===== src/rtl/z80pd_pkg.sv =====
`default_nettype none
package z80pd_pkg;

    localparam logic [7:0] PFX_IX = 8'hDD;
    localparam logic [7:0] PFX_IY = 8'hFD;
    localparam logic [7:0] OP_ED  = 8'hED;
    localparam logic [7:0] OP_CB  = 8'hCB;

    typedef enum logic [2:0] {
        FLOW_NONE  = 3'd0,
        FLOW_JUMP  = 3'd1,
        FLOW_CJUMP = 3'd2,
        FLOW_CALL  = 3'd3,
        FLOW_CCALL = 3'd4,
        FLOW_RET   = 3'd5,
        FLOW_CRET  = 3'd6,
        FLOW_HALT  = 3'd7
    } flow_t;

    // Where the static target comes from.
    typedef enum logic [1:0] {
        TGT_NONE = 2'd0,
        TGT_WORD = 2'd1,
        TGT_REL  = 2'd2,
        TGT_RST  = 2'd3
    } tgt_sel_t;

    // Stage one result: prefix resolved, opcode and the two bytes after it.
    typedef struct packed {
        logic [15:0] addr;
        logic [7:0]  op;
        logic [7:0]  opnd0;
        logic [7:0]  opnd1;
        logic        pre;
        logic        idx;
        logic        dbl;
    } pfx_t;

    // Stage two result: length, flow and target selection.
    typedef struct packed {
        logic [15:0] addr;
        logic [2:0]  len;
        flow_t       flow;
        tgt_sel_t    tsel;
        logic [7:0]  opnd0;
        logic [7:0]  opnd1;
        logic [2:0]  rst_y;
        logic        bad;
    } dec_t;

endpackage
`default_nettype wire


===== src/rtl/z80pd_prefix.sv =====
`default_nettype none
module z80pd_prefix import z80pd_pkg::*; (
    input  wire logic        aclk,
    input  wire logic        aresetn,
    input  wire logic        in_valid,
    output logic             in_ready,
    input  wire logic [15:0] instr_addr,
    input  wire logic [7:0]  byte_zero,
    input  wire logic [7:0]  byte_one,
    input  wire logic [7:0]  byte_two,
    input  wire logic [7:0]  byte_three,
    output logic             out_valid,
    input  wire logic        out_ready,
    output pfx_t             out_data
);

    logic valid_reg;
    pfx_t data_reg;
    pfx_t data_next;
    logic b0_pfx;
    logic b1_pfx;

    assign in_ready = !valid_reg || out_ready;

    always_comb begin
        b0_pfx = (byte_zero == PFX_IX) || (byte_zero == PFX_IY);
        b1_pfx = (byte_one == PFX_IX) || (byte_one == PFX_IY);
        data_next.addr  = instr_addr;
        data_next.dbl   = b0_pfx && b1_pfx;
        data_next.pre   = b0_pfx && !b1_pfx;
        // A prefix in front of ED is dropped and does not index anything.
        data_next.idx   = b0_pfx && !b1_pfx && (byte_one != OP_ED);
        data_next.op    = data_next.pre ? byte_one   : byte_zero;
        data_next.opnd0 = data_next.pre ? byte_two   : byte_one;
        data_next.opnd1 = data_next.pre ? byte_three : byte_two;
    end

    always_ff @(posedge aclk) begin
        if (!aresetn) begin
            valid_reg <= 1'b0;
        end else if (in_ready) begin
            valid_reg <= in_valid;
        end
    end

    always_ff @(posedge aclk) begin
        if (in_ready && in_valid) begin
            data_reg <= data_next;
        end
    end

    assign out_valid = valid_reg;
    assign out_data  = data_reg;

endmodule
`default_nettype wire


===== src/rtl/z80pd_decode.sv =====
`default_nettype none
module z80pd_decode import z80pd_pkg::*; (
    input  wire logic aclk,
    input  wire logic aresetn,
    input  wire logic in_valid,
    output logic      in_ready,
    input  wire pfx_t in_data,
    output logic      out_valid,
    input  wire logic out_ready,
    output dec_t      out_data
);

    logic       valid_reg;
    dec_t       data_reg;
    dec_t       data_next;
    logic [1:0] x;
    logic [2:0] y;
    logic [2:0] z;
    logic [1:0] ex;
    logic [2:0] ey;
    logic [2:0] ez;
    logic [2:0] base;
    logic [1:0] ext;
    logic       r6y;
    logic       r6z;

    assign in_ready = !valid_reg || out_ready;

    always_comb begin
        x    = in_data.op[7:6];
        y    = in_data.op[5:3];
        z    = in_data.op[2:0];
        ex   = in_data.opnd0[7:6];
        ey   = in_data.opnd0[5:3];
        ez   = in_data.opnd0[2:0];
        base = in_data.pre ? 3'd2 : 3'd1;
        r6y  = in_data.idx && (y == 3'd6);
        r6z  = in_data.idx && (z == 3'd6);
        ext  = 2'd0;

        data_next.addr  = in_data.addr;
        data_next.opnd0 = in_data.opnd0;
        data_next.opnd1 = in_data.opnd1;
        data_next.rst_y = y;
        data_next.flow  = FLOW_NONE;
        data_next.tsel  = TGT_NONE;
        data_next.bad   = 1'b0;
        data_next.len   = base;

        if (in_data.dbl) begin
            data_next.len = 3'd1;
            data_next.bad = 1'b1;
        end else if (in_data.op == OP_ED) begin
            ext = 2'd1;
            case (ex)
                2'd1: begin
                    if (ez == 3'd3) begin
                        ext = 2'd3;
                    end else if (ez == 3'd5) begin
                        data_next.flow = FLOW_RET;
                    end else if (ez == 3'd7 && ey >= 3'd6) begin
                        data_next.bad = 1'b1;
                    end
                end
                2'd2: begin
                    data_next.bad = !(ez <= 3'd3 && ey >= 3'd4);
                end
                default: begin
                    data_next.bad = 1'b1;
                end
            endcase
            data_next.len = base + {1'b0, ext};
        end else if (in_data.op == OP_CB) begin
            data_next.len = base + (in_data.idx ? 3'd2 : 3'd1);
        end else begin
            case (x)
                2'd0: begin
                    case (z)
                        3'd0: begin
                            if (y >= 3'd2) begin
                                ext            = 2'd1;
                                data_next.tsel = TGT_REL;
                                data_next.flow = (y == 3'd3) ? FLOW_JUMP : FLOW_CJUMP;
                            end
                        end
                        3'd1: ext = y[0] ? 2'd0 : 2'd2;
                        3'd2: ext = (y >= 3'd4) ? 2'd2 : 2'd0;
                        3'd4, 3'd5: ext = {1'b0, r6y};
                        3'd6: ext = r6y ? 2'd2 : 2'd1;
                        default: ext = 2'd0;
                    endcase
                end
                2'd1: begin
                    if (y == 3'd6 && z == 3'd6) begin
                        data_next.flow = FLOW_HALT;
                    end else begin
                        ext = {1'b0, r6y || r6z};
                    end
                end
                2'd2: ext = {1'b0, r6z};
                default: begin
                    case (z)
                        3'd0: data_next.flow = FLOW_CRET;
                        3'd1: begin
                            if (y == 3'd1) begin
                                data_next.flow = FLOW_RET;
                            end else if (y == 3'd5) begin
                                // Indirect jump through HL, IX or IY.
                                data_next.flow = FLOW_JUMP;
                            end
                        end
                        3'd2: begin
                            ext            = 2'd2;
                            data_next.flow = FLOW_CJUMP;
                            data_next.tsel = TGT_WORD;
                        end
                        3'd3: begin
                            if (y == 3'd0) begin
                                ext            = 2'd2;
                                data_next.flow = FLOW_JUMP;
                                data_next.tsel = TGT_WORD;
                            end else if (y == 3'd2 || y == 3'd3) begin
                                ext = 2'd1;
                            end
                        end
                        3'd4: begin
                            ext            = 2'd2;
                            data_next.flow = FLOW_CCALL;
                            data_next.tsel = TGT_WORD;
                        end
                        3'd5: begin
                            if (y[0]) begin
                                ext            = 2'd2;
                                data_next.flow = FLOW_CALL;
                                data_next.tsel = TGT_WORD;
                            end
                        end
                        3'd6: ext = 2'd1;
                        default: begin
                            data_next.flow = FLOW_CALL;
                            data_next.tsel = TGT_RST;
                        end
                    endcase
                end
            endcase
            data_next.len = base + {1'b0, ext};
        end
    end

    always_ff @(posedge aclk) begin
        if (!aresetn) begin
            valid_reg <= 1'b0;
        end else if (in_ready) begin
            valid_reg <= in_valid;
        end
    end

    always_ff @(posedge aclk) begin
        if (in_ready && in_valid) begin
            data_reg <= data_next;
        end
    end

    assign out_valid = valid_reg;
    assign out_data  = data_reg;

endmodule
`default_nettype wire


===== src/rtl/z80pd_target.sv =====
`default_nettype none
module z80pd_target import z80pd_pkg::*; (
    input  wire logic        aclk,
    input  wire logic        aresetn,
    input  wire logic        in_valid,
    output logic             in_ready,
    input  wire dec_t        in_data,
    output logic             out_valid,
    input  wire logic        out_ready,
    output logic [2:0]       instr_length,
    output logic [2:0]       flow_kind,
    output logic             has_target,
    output logic [15:0]      target_addr,
    output logic             illegal
);

    logic        valid_reg;
    logic [2:0]  len_reg;
    logic [2:0]  flow_reg;
    logic        has_tgt_reg;
    logic [15:0] tgt_reg;
    logic        bad_reg;
    logic [15:0] tgt_next;

    assign in_ready = !valid_reg || out_ready;

    // Relative targets count from the end of the instruction.
    always_comb begin
        case (in_data.tsel)
            TGT_WORD: tgt_next = {in_data.opnd1, in_data.opnd0};
            TGT_REL:  tgt_next = in_data.addr + {13'd0, in_data.len}
                                 + {{8{in_data.opnd0[7]}}, in_data.opnd0};
            TGT_RST:  tgt_next = {10'd0, in_data.rst_y, 3'd0};
            default:  tgt_next = 16'd0;
        endcase
    end

    always_ff @(posedge aclk) begin
        if (!aresetn) begin
            valid_reg <= 1'b0;
        end else if (in_ready) begin
            valid_reg <= in_valid;
        end
    end

    always_ff @(posedge aclk) begin
        if (in_ready && in_valid) begin
            len_reg     <= in_data.len;
            flow_reg    <= in_data.flow;
            has_tgt_reg <= (in_data.tsel != TGT_NONE);
            tgt_reg     <= tgt_next;
            bad_reg     <= in_data.bad;
        end
    end

    assign out_valid    = valid_reg;
    assign instr_length = len_reg;
    assign flow_kind    = flow_reg;
    assign has_target   = has_tgt_reg;
    assign target_addr  = tgt_reg;
    assign illegal      = bad_reg;

endmodule
`default_nettype wire


===== src/rtl/z80_instruction_predecoder.sv =====
`default_nettype none
// Z80 instruction predecoder. Each input word carries an instruction address
// and the five memory bytes starting there; each output word gives the
// instruction's length, its control-flow kind, the static branch or call
// target when one is known, and an illegal flag for a doubled DD/FD prefix
// or an undefined ED opcode. The block is a three-stage pipeline: the first
// stage resolves the index prefix, the second decodes length and flow kind,
// and the third forms the target, adding the displacement of relative jumps
// to the address after the instruction. A new word is taken in every cycle
// while the output is not stalled, and a result passes the prefix, decode
// and target registers in turn. Back-pressure on the output freezes only the
// stages that hold data, so empty stages keep filling while the result waits.
module z80_instruction_predecoder import z80pd_pkg::*; (
    input  wire logic        aclk,
    input  wire logic        aresetn,
    input  wire logic        s_tvalid,
    output logic             s_tready,
    // instr_addr, byte_zero, byte_one, byte_two, byte_three, byte_four
    input  wire logic [55:0] s_tdata,
    output logic             m_tvalid,
    input  wire logic        m_tready,
    // instr_length, flow_kind, has_target, target_addr, illegal
    output logic [23:0]      m_tdata
);

    logic        pfx_valid;
    logic        pfx_ready;
    pfx_t        pfx_data;
    logic        dec_valid;
    logic        dec_ready;
    dec_t        dec_data;
    logic [2:0]  instr_length;
    logic [2:0]  flow_kind;
    logic        has_target;
    logic [15:0] target_addr;
    logic        illegal;

    // Stage one. The last window byte is never needed to decide the length,
    // flow kind or target of an instruction, so it is not carried.
    z80pd_prefix u_prefix (
        .aclk       (aclk),
        .aresetn    (aresetn),
        .in_valid   (s_tvalid),
        .in_ready   (s_tready),
        .instr_addr (s_tdata[15:0]),
        .byte_zero  (s_tdata[23:16]),
        .byte_one   (s_tdata[31:24]),
        .byte_two   (s_tdata[39:32]),
        .byte_three (s_tdata[47:40]),
        .out_valid  (pfx_valid),
        .out_ready  (pfx_ready),
        .out_data   (pfx_data)
    );

    // Stage two: opcode tables for the main, ED and CB groups.
    z80pd_decode u_decode (
        .aclk      (aclk),
        .aresetn   (aresetn),
        .in_valid  (pfx_valid),
        .in_ready  (pfx_ready),
        .in_data   (pfx_data),
        .out_valid (dec_valid),
        .out_ready (dec_ready),
        .out_data  (dec_data)
    );

    // Stage three: target formation and the output register.
    z80pd_target u_target (
        .aclk         (aclk),
        .aresetn      (aresetn),
        .in_valid     (dec_valid),
        .in_ready     (dec_ready),
        .in_data      (dec_data),
        .out_valid    (m_tvalid),
        .out_ready    (m_tready),
        .instr_length (instr_length),
        .flow_kind    (flow_kind),
        .has_target   (has_target),
        .target_addr  (target_addr),
        .illegal      (illegal)
    );

    assign m_tdata = {illegal, target_addr, has_target, flow_kind, instr_length};

endmodule
`default_nettype wire


===== config.mk =====
export PLATFORM = sky130hd
export DESIGN_NAME = z80_instruction_predecoder
export DESIGN_NICKNAME = d
export VERILOG_FILES = /design/src/rtl/z80pd_pkg.sv /design/src/rtl/z80pd_prefix.sv /design/src/rtl/z80pd_decode.sv /design/src/rtl/z80pd_target.sv /design/src/rtl/z80_instruction_predecoder.sv
export SDC_FILE = /design/constraint.sdc
export NUM_CORES = 1
export LEC_CHECK = 0
export BUFFER_PORTS_ARGS = -buffer_cell sky130_fd_sc_hd__buf_4
export CORE_MARGIN = 2
export CORE_UTILIZATION = 51
export DETAILED_ROUTE_END_ITERATION = 7
export GPL_ROUTABILITY_DRIVEN = 0
export PLACE_DENSITY = 0.73
export SLEW_MARGIN = 10
export SYNTH_ARGS = -nofsm -noshare
export SYNTH_HDL_FRONTEND = slang
export SYNTH_HIERARCHICAL = 1
export SYNTH_SLANG_ARGS = --single-unit

===== constraint.sdc =====
create_clock -name aclk -period 2.58 [get_ports aclk]
set_input_delay 0.516 -clock aclk [delete_from_list [all_inputs] [get_ports aclk]]
set_output_delay 0.516 -clock aclk [all_outputs]
set_load 0.005 [all_outputs]

* Word level (Yosys, flattened, before mapping)
Index checks and enable logic that the tools add are counted.
** Word-level totals
- Register bits :: 114
- Input bits :: 60
- Output and inout bits :: 26
- Logic and storage cells :: 140
** Operators by class
- $add $sub $neg :: 5
- $lt $le $gt $ge :: 5
- Eq/ne operators :: 28
- Multiplexer cells :: 47
- Reduce and logical (&&, ||, !) cells :: 32
** Operator list (number)
- $eq A8 B8 Y1 const B :: 6
- $pmux W16 S3 :: 1
- $mux W2 :: 15
- $mux W8 :: 3
- $eq A3 B3 Y1 const B :: 7
- $mux W3 :: 7
- $pmux W3 S7 :: 1
- $add A16 B16 Y16 :: 1
- $add A16 B3 Y16 :: 1
- $pmux W2 S4 :: 2
- $eq A3 B2 Y1 const B :: 5
- $mux W5 :: 3
- $logic_and A1 B1 Y1 :: 11
- $pmux W2 S5 :: 1
- $ge A3 B3 Y1 const B :: 3
- $pmux W3 S3 :: 1
- $eq A2 B2 Y1 const B :: 4
- $mux W1 :: 8
- $ne A8 B8 Y1 const B :: 1
- $logic_or A1 B1 Y1 :: 7
- $add A3 B2 Y3 :: 2
- $eq A2 B1 Y1 const B :: 3
- $eq A3 B1 Y1 const B :: 2
- $logic_not A3 Y1 :: 2
- other kinds (13) :: 20

* Longest topological paths before layout
- Depth in word-level cells :: 12
- Gate-level depth with buffers :: 9
- Gate-level depth less buffers :: 9

* Modules after synthesis
The synthesis kept the hierarchy.
** Modules (own cells, without submodules)
- z80pd_decode :: times used 1, cells each 144, area an instance 1986.9 µm², seq. area each 1341.3 µm²
- z80pd_target :: times used 1, cells each 171, area an instance 1866.8 µm², seq. area each 740.7 µm²
- z80pd_prefix :: times used 1, cells each 86, area an instance 1767.9 µm², seq. area each 1311.3 µm²
- z80_instruction_predecoder :: times used 1, cells each 2, area an instance 15.0 µm², seq. area each 0.0 µm²

* Worst setup path after synthesis
OpenSTA, ideal clock, no wires.
- Path type :: register -> register
- From :: register u_decode.data_reg (netlist bit u_decode/out_data[13])
- To :: register u_target.tgt_reg[11] (netlist: u_target/target_addr[11]) (data pin)
- Setup time :: 0.269 ns
- Data arrival time :: 2.407 ns
- Required time :: 2.311 ns
- Slack :: -0.096 ns
- Stages on the path, launching flop included :: 10
- Buffers on the path :: 0
- Period minus slack after synthesis :: 2.676 ns
- Path through :: edfxtp_1 > fa_1 > ha_1 > fa_1 > a211oi_1 > o21bai_1 > a21oi_1 > o21ai_0 > xnor2_1 > o21ai_0
** On the way
- Cells in the longest elaborated chain, start to end :: 2
** Ends and longest elaborated chain
- start: declaration :: line z80pd_decode.sv:14 : dec_t data_reg;
- start signal: assignment :: line z80pd_decode.sv:160 : data_reg <= data_next;
- $add A16 B16 Y16 :: line z80pd_target.sv:32 : + {{8{in_data.opnd0[7]}}, in_data.opnd0};
- $pmux W16 S3 :: line z80pd_target.sv:29 : case (in_data.tsel)
- net u_target.tgt_next[11] :: line z80pd_target.sv:23 : logic [15:0] tgt_next;
- end signal: assignment :: line z80pd_target.sv:51 : tgt_reg <= tgt_next;
- end: declaration :: line z80pd_target.sv:21 : logic [15:0] tgt_reg;
The timed path passes the listed nets, and every way through them passes these cells.
A chain may end at the register's enable or synchronous reset.

* Worst setup path after layout
- From :: register u_decode.data_reg (netlist bit u_decode/out_data[29])
- To :: register u_target.tgt_reg[14] (netlist: u_target/target_addr[14]) (data pin)
** On the way
- Cells in the longest elaborated chain, start to end :: 3
** Ends and longest elaborated chain
- $add A16 B3 Y16 :: line z80pd_target.sv:31 : TGT_REL: tgt_next = in_data.addr + {13'd0, in_data.len}
- $add A16 B16 Y16 :: line z80pd_target.sv:32
- $pmux W16 S3 :: line z80pd_target.sv:29
- net u_target.tgt_next[14] :: line z80pd_target.sv:23
The timed path passes the listed nets, and every way through them passes these cells.

==> flow_summary.toml <==
[power]
ir_drop_mv = 0.492
sw_frac_of_total_pct = 22.2
finalPower_mw = 5.14
p_comb_share_pct = 12.3
clock_power_share_pct = 45.2
p_sw_mw = 1.14
p_per_area_nw_per_um2 = 702
p_int_mw = 4.00
p_seq_share_pct = 42.5
power_leakage_nw = 2.79

[logic_synthesis]
synth-simple-area-share_pct = 10.1
ys.warnings.count = 6
yosys.area_share.adder_pct = 8.21
ys_seq_area_share_pct = 60.2
synth_compound_area_share_pct = 11.6
synth-xor-area-share_pct = 2.33
yosysUniqueCellTypes = 64
synth_edf_count = 111
synth_top_family_by_area = "compound AO/OA/AOI/OAI gates"
synthesis.nets = 497
synthArstFlopShare_pct = 0
synth-seq-cells = 114
synth_mux_area_share_pct = 5.17
netlist_instances = 403
netlist_area_um2 = 5640
ys.flop_type = "edfxtp_1"
syn_avg_cell_area_um2 = 14.0

[routing]
totalWireLength_mm = 12.0
drt-vias-per-instance = 5.71
wl_met1_mm = 4.82
ant_nets = 0
wl_per_cell_um = 18.1
top_layer = "met4"
vias = 3779
first_pass_iters = 5
drc = 0
wl_met2_mm = 5.97
dr_wl_met3_um = 815
drtIter0Drc = 342

[critical_path]
crit_path_end_kind = "flip-flop"
crit_path_top_delay_cell = "fa_1"
worstSetupPathType = "reg -> reg"
r2r_slack_ns = -0.14
crit_chain = "fa_1, ha_2, buf_4, buf_6, a211oi_4, o21bai_2, a21oi_2, o41ai_4, nand3_1, o311ai_2"
cpPeakStageDelay_ns = 0.57
cp_data_arrival_time_ns = 3.03
startpoint_type = "flip-flop"
cp.required_ns = 2.89
worstPathMaxFanout = 3

[timing]
finalSetupViolCount = 10
worst_pin_slew_ns = 0.594
finClkSkew_ns = 0.0113
slew_headroom_pct = 60.0
finalMaxSlewViolations = 0
finalWorstSetupSlack_ns = -0.136
min_period_ns = 2.72
grt_setup_unrepaired = "yes"
hold_viol = 0
min_period_over_period_pct = 105
clock.fmax_mhz = 368

[cts]
numCtsBuffers = 17
clkLatencyLatePin_ns = 0.52
path_clk_slew_ns = 0.06
cts_max_level = 4
cts_root_buf = "clkbuf_8"
cts_sinks = 114
postCtsHoldBufs = 0
cts_tree = "built"
cts_buffer_depth = 2

[min_path]
hold_path.class = "in -> reg"

[floorplan]
die_area_um2 = 11900
ios = 86
start_util_pct = 52.2
rows = 38
core_area_um2 = 10800
die_h_um = 109
dieWidth_um = 109

[global_route]
gr-total-overflow = 0
grt_max_degree = 45
grt_pass1_wl_mm = 18.4
grt_pass1_vias = 3781
grt.total_usage_pct = 20.9
antenna_found_initial = 0

[final_layout]
drive_above_1_share_pct = 36.2
areaGrowthSynthToFinish_pct = 30.0
mostFrequentLayoutCells = "edfxtp_1 (111), buf_4 (99), nand2_1 (24), o21ai_0 (21), mux2_4 (18)"
final_common_cell = "edfxtp_1"
final_util_pct = 67.9
n_antenna_cell = 0
final_cell_area_um2 = 7330
nNetsFinal = 603

[placed_design]
io_buffer_count = 77
dpl_cell_area_um2 = 6500
hpwl_mm = 7.68

[status]
violations = "setup timing"
outcome = "complete, but fails checks"

[run]
drv_cap = 0
-- through the flow --
step	hold WS [ns]	worst slack [ns]	cells	TNS [ns]
after floorplan	0.400	0.0173	403	0
after global placement	0.404	-0.122	625	-0.476
after detailed placement	0.405	-0.221	625	-1.01
after CTS	0.152	-0.101	657	-0.391
after global routing	0.146	-0.248	662	-1.95
final	0.171	-0.136	662	-0.930
-- final timing paths --
kind	endpoint	from	cells past startpoint
setup reg to reg	u_target/target_addr[14]$_DFFE_PP_	u_decode/out_data[29]$_DFFE_PP_	10
setup / recovery	u_target/target_addr[14]$_DFFE_PP_	u_decode/out_data[29]$_DFFE_PP_	10
hold reg to reg	u_decode/out_data[39]$_DFFE_PP_	u_prefix/out_data[38]$_DFFE_PP_	0
hold / removal	u_prefix/out_data[39]$_DFFE_PP_	s_tdata[12]	1
-- synth_stat cells, types with 2 or more instances --
master / number / area, µm²
o21ai_0: 26 / 130
a31oi_1: 2 / 12.5
a22o_1: 7 / 61.3
o21a_1: 4 / 30.0
or2_2: 3 / 18.8
nand2_1: 24 / 90.1
o21bai_1: 2 / 15.0
a21oi_1: 17 / 85.1
nand2b_1: 6 / 37.5
xnor2_1: 10 / 87.6
o21ai_1: 5 / 25.0
buf_6: 3 / 33.8
nor3_1: 7 / 35.0
nand4b_1: 4 / 35.0
a21o_1: 4 / 30.0
o211ai_1: 4 / 30.0
a211oi_1: 2 / 15.0
nor2_1: 16 / 60.1
a21boi_0: 3 / 22.5
buf_4: 2 / 15.0
o31ai_1: 2 / 15.0
clkbuf_1: 8 / 30.0
nor3b_1: 2 / 15.0
and2_1: 4 / 25.0
fa_1: 5 / 100
nand3b_1: 3 / 22.5
inv_1: 12 / 45.0
nand4_1: 4 / 25.0
mux2_4: 18 / 270
edfxtp_1: 111 / 3330
dfxtp_1: 3 / 60.1
buf_2: 2 / 10.0
nand4_4: 2 / 42.5
nand3_1: 6 / 30.0
xor2_1: 5 / 43.8
nor2b_1: 9 / 56.3
ha_1: 29 / 363
-- logic make-up after synthesis --
logic type	Yosys count
buf+inv	28
xor+xnor	15
compound gates	94
flops	114
fa+ha+maj	34
simple gates	98
mux	20
-- power by group through the flow --
| stage | Sequential [mW] | Clock, mW | Combinational [mW] |
|---|---|---|---|
| final | 2.19 | 2.33 | 0.632 |
| after CTS | 2.19 | 2.35 | 0.555 |
| after detailed placement | 2.22 | 0 | 0.523 |
| after global routing | 2.19 | 2.45 | 0.682 |
| after global placement | 2.22 | 0 | 0.501 |
| after floorplan | 2.21 | 0 | 0.328 |
-- area by class of cell --
cell class | count | area, µm²
Multi-Input combinational cell | 261 | 2310
Timing Repair Buffer | 103 | 815
Tap cell | 140 | 175
Clock inverter | 13 | 166
Fill cell | 725 | 3460
Inverter | 12 | 45.0
Sequential cell | 114 | 3390
Clock buffer | 19 | 422
-- critical path, delay by kind of cell, from the launching register on --
family,cells,cell delay (ns)
simple gates,1,0.18
fa+ha+maj,2,0.79
compound gates,5,0.93
flops,1,0.39
buf+inv,2,0.21
-- state kept, by name (all words and copies together) (netlist names) --
signal,flops
u_target/has_target,1
u_target/out_valid,1
u_decode/out_valid,1
u_target/flow_kind,3
u_prefix/out_data,43
u_decode/out_data,44
u_prefix/out_valid,1
u_target/illegal,1
u_target/target_addr,16
u_target/instr_length,3
-- what timing repair did --
| item | in CTS | in global routing |
|---|---|---|
| endpoints found under the hold margin | 0 | 0 |
| pin swaps | 15 | 17 |
| resized for setup | 13 | 19 |
| endpoints found under the setup margin | 9 | 10 |
| buffers inserted | 0 | 5 |
-- metal layers --
layer	vias to the layer above	global-route usage [%]
met5	-	0
met4	0	10.2
met3	34	6.16
met2	159	35.0
met1	1827	24.7
li1	1759	-
Note: power is estimated with default switching activity, not from simulation.
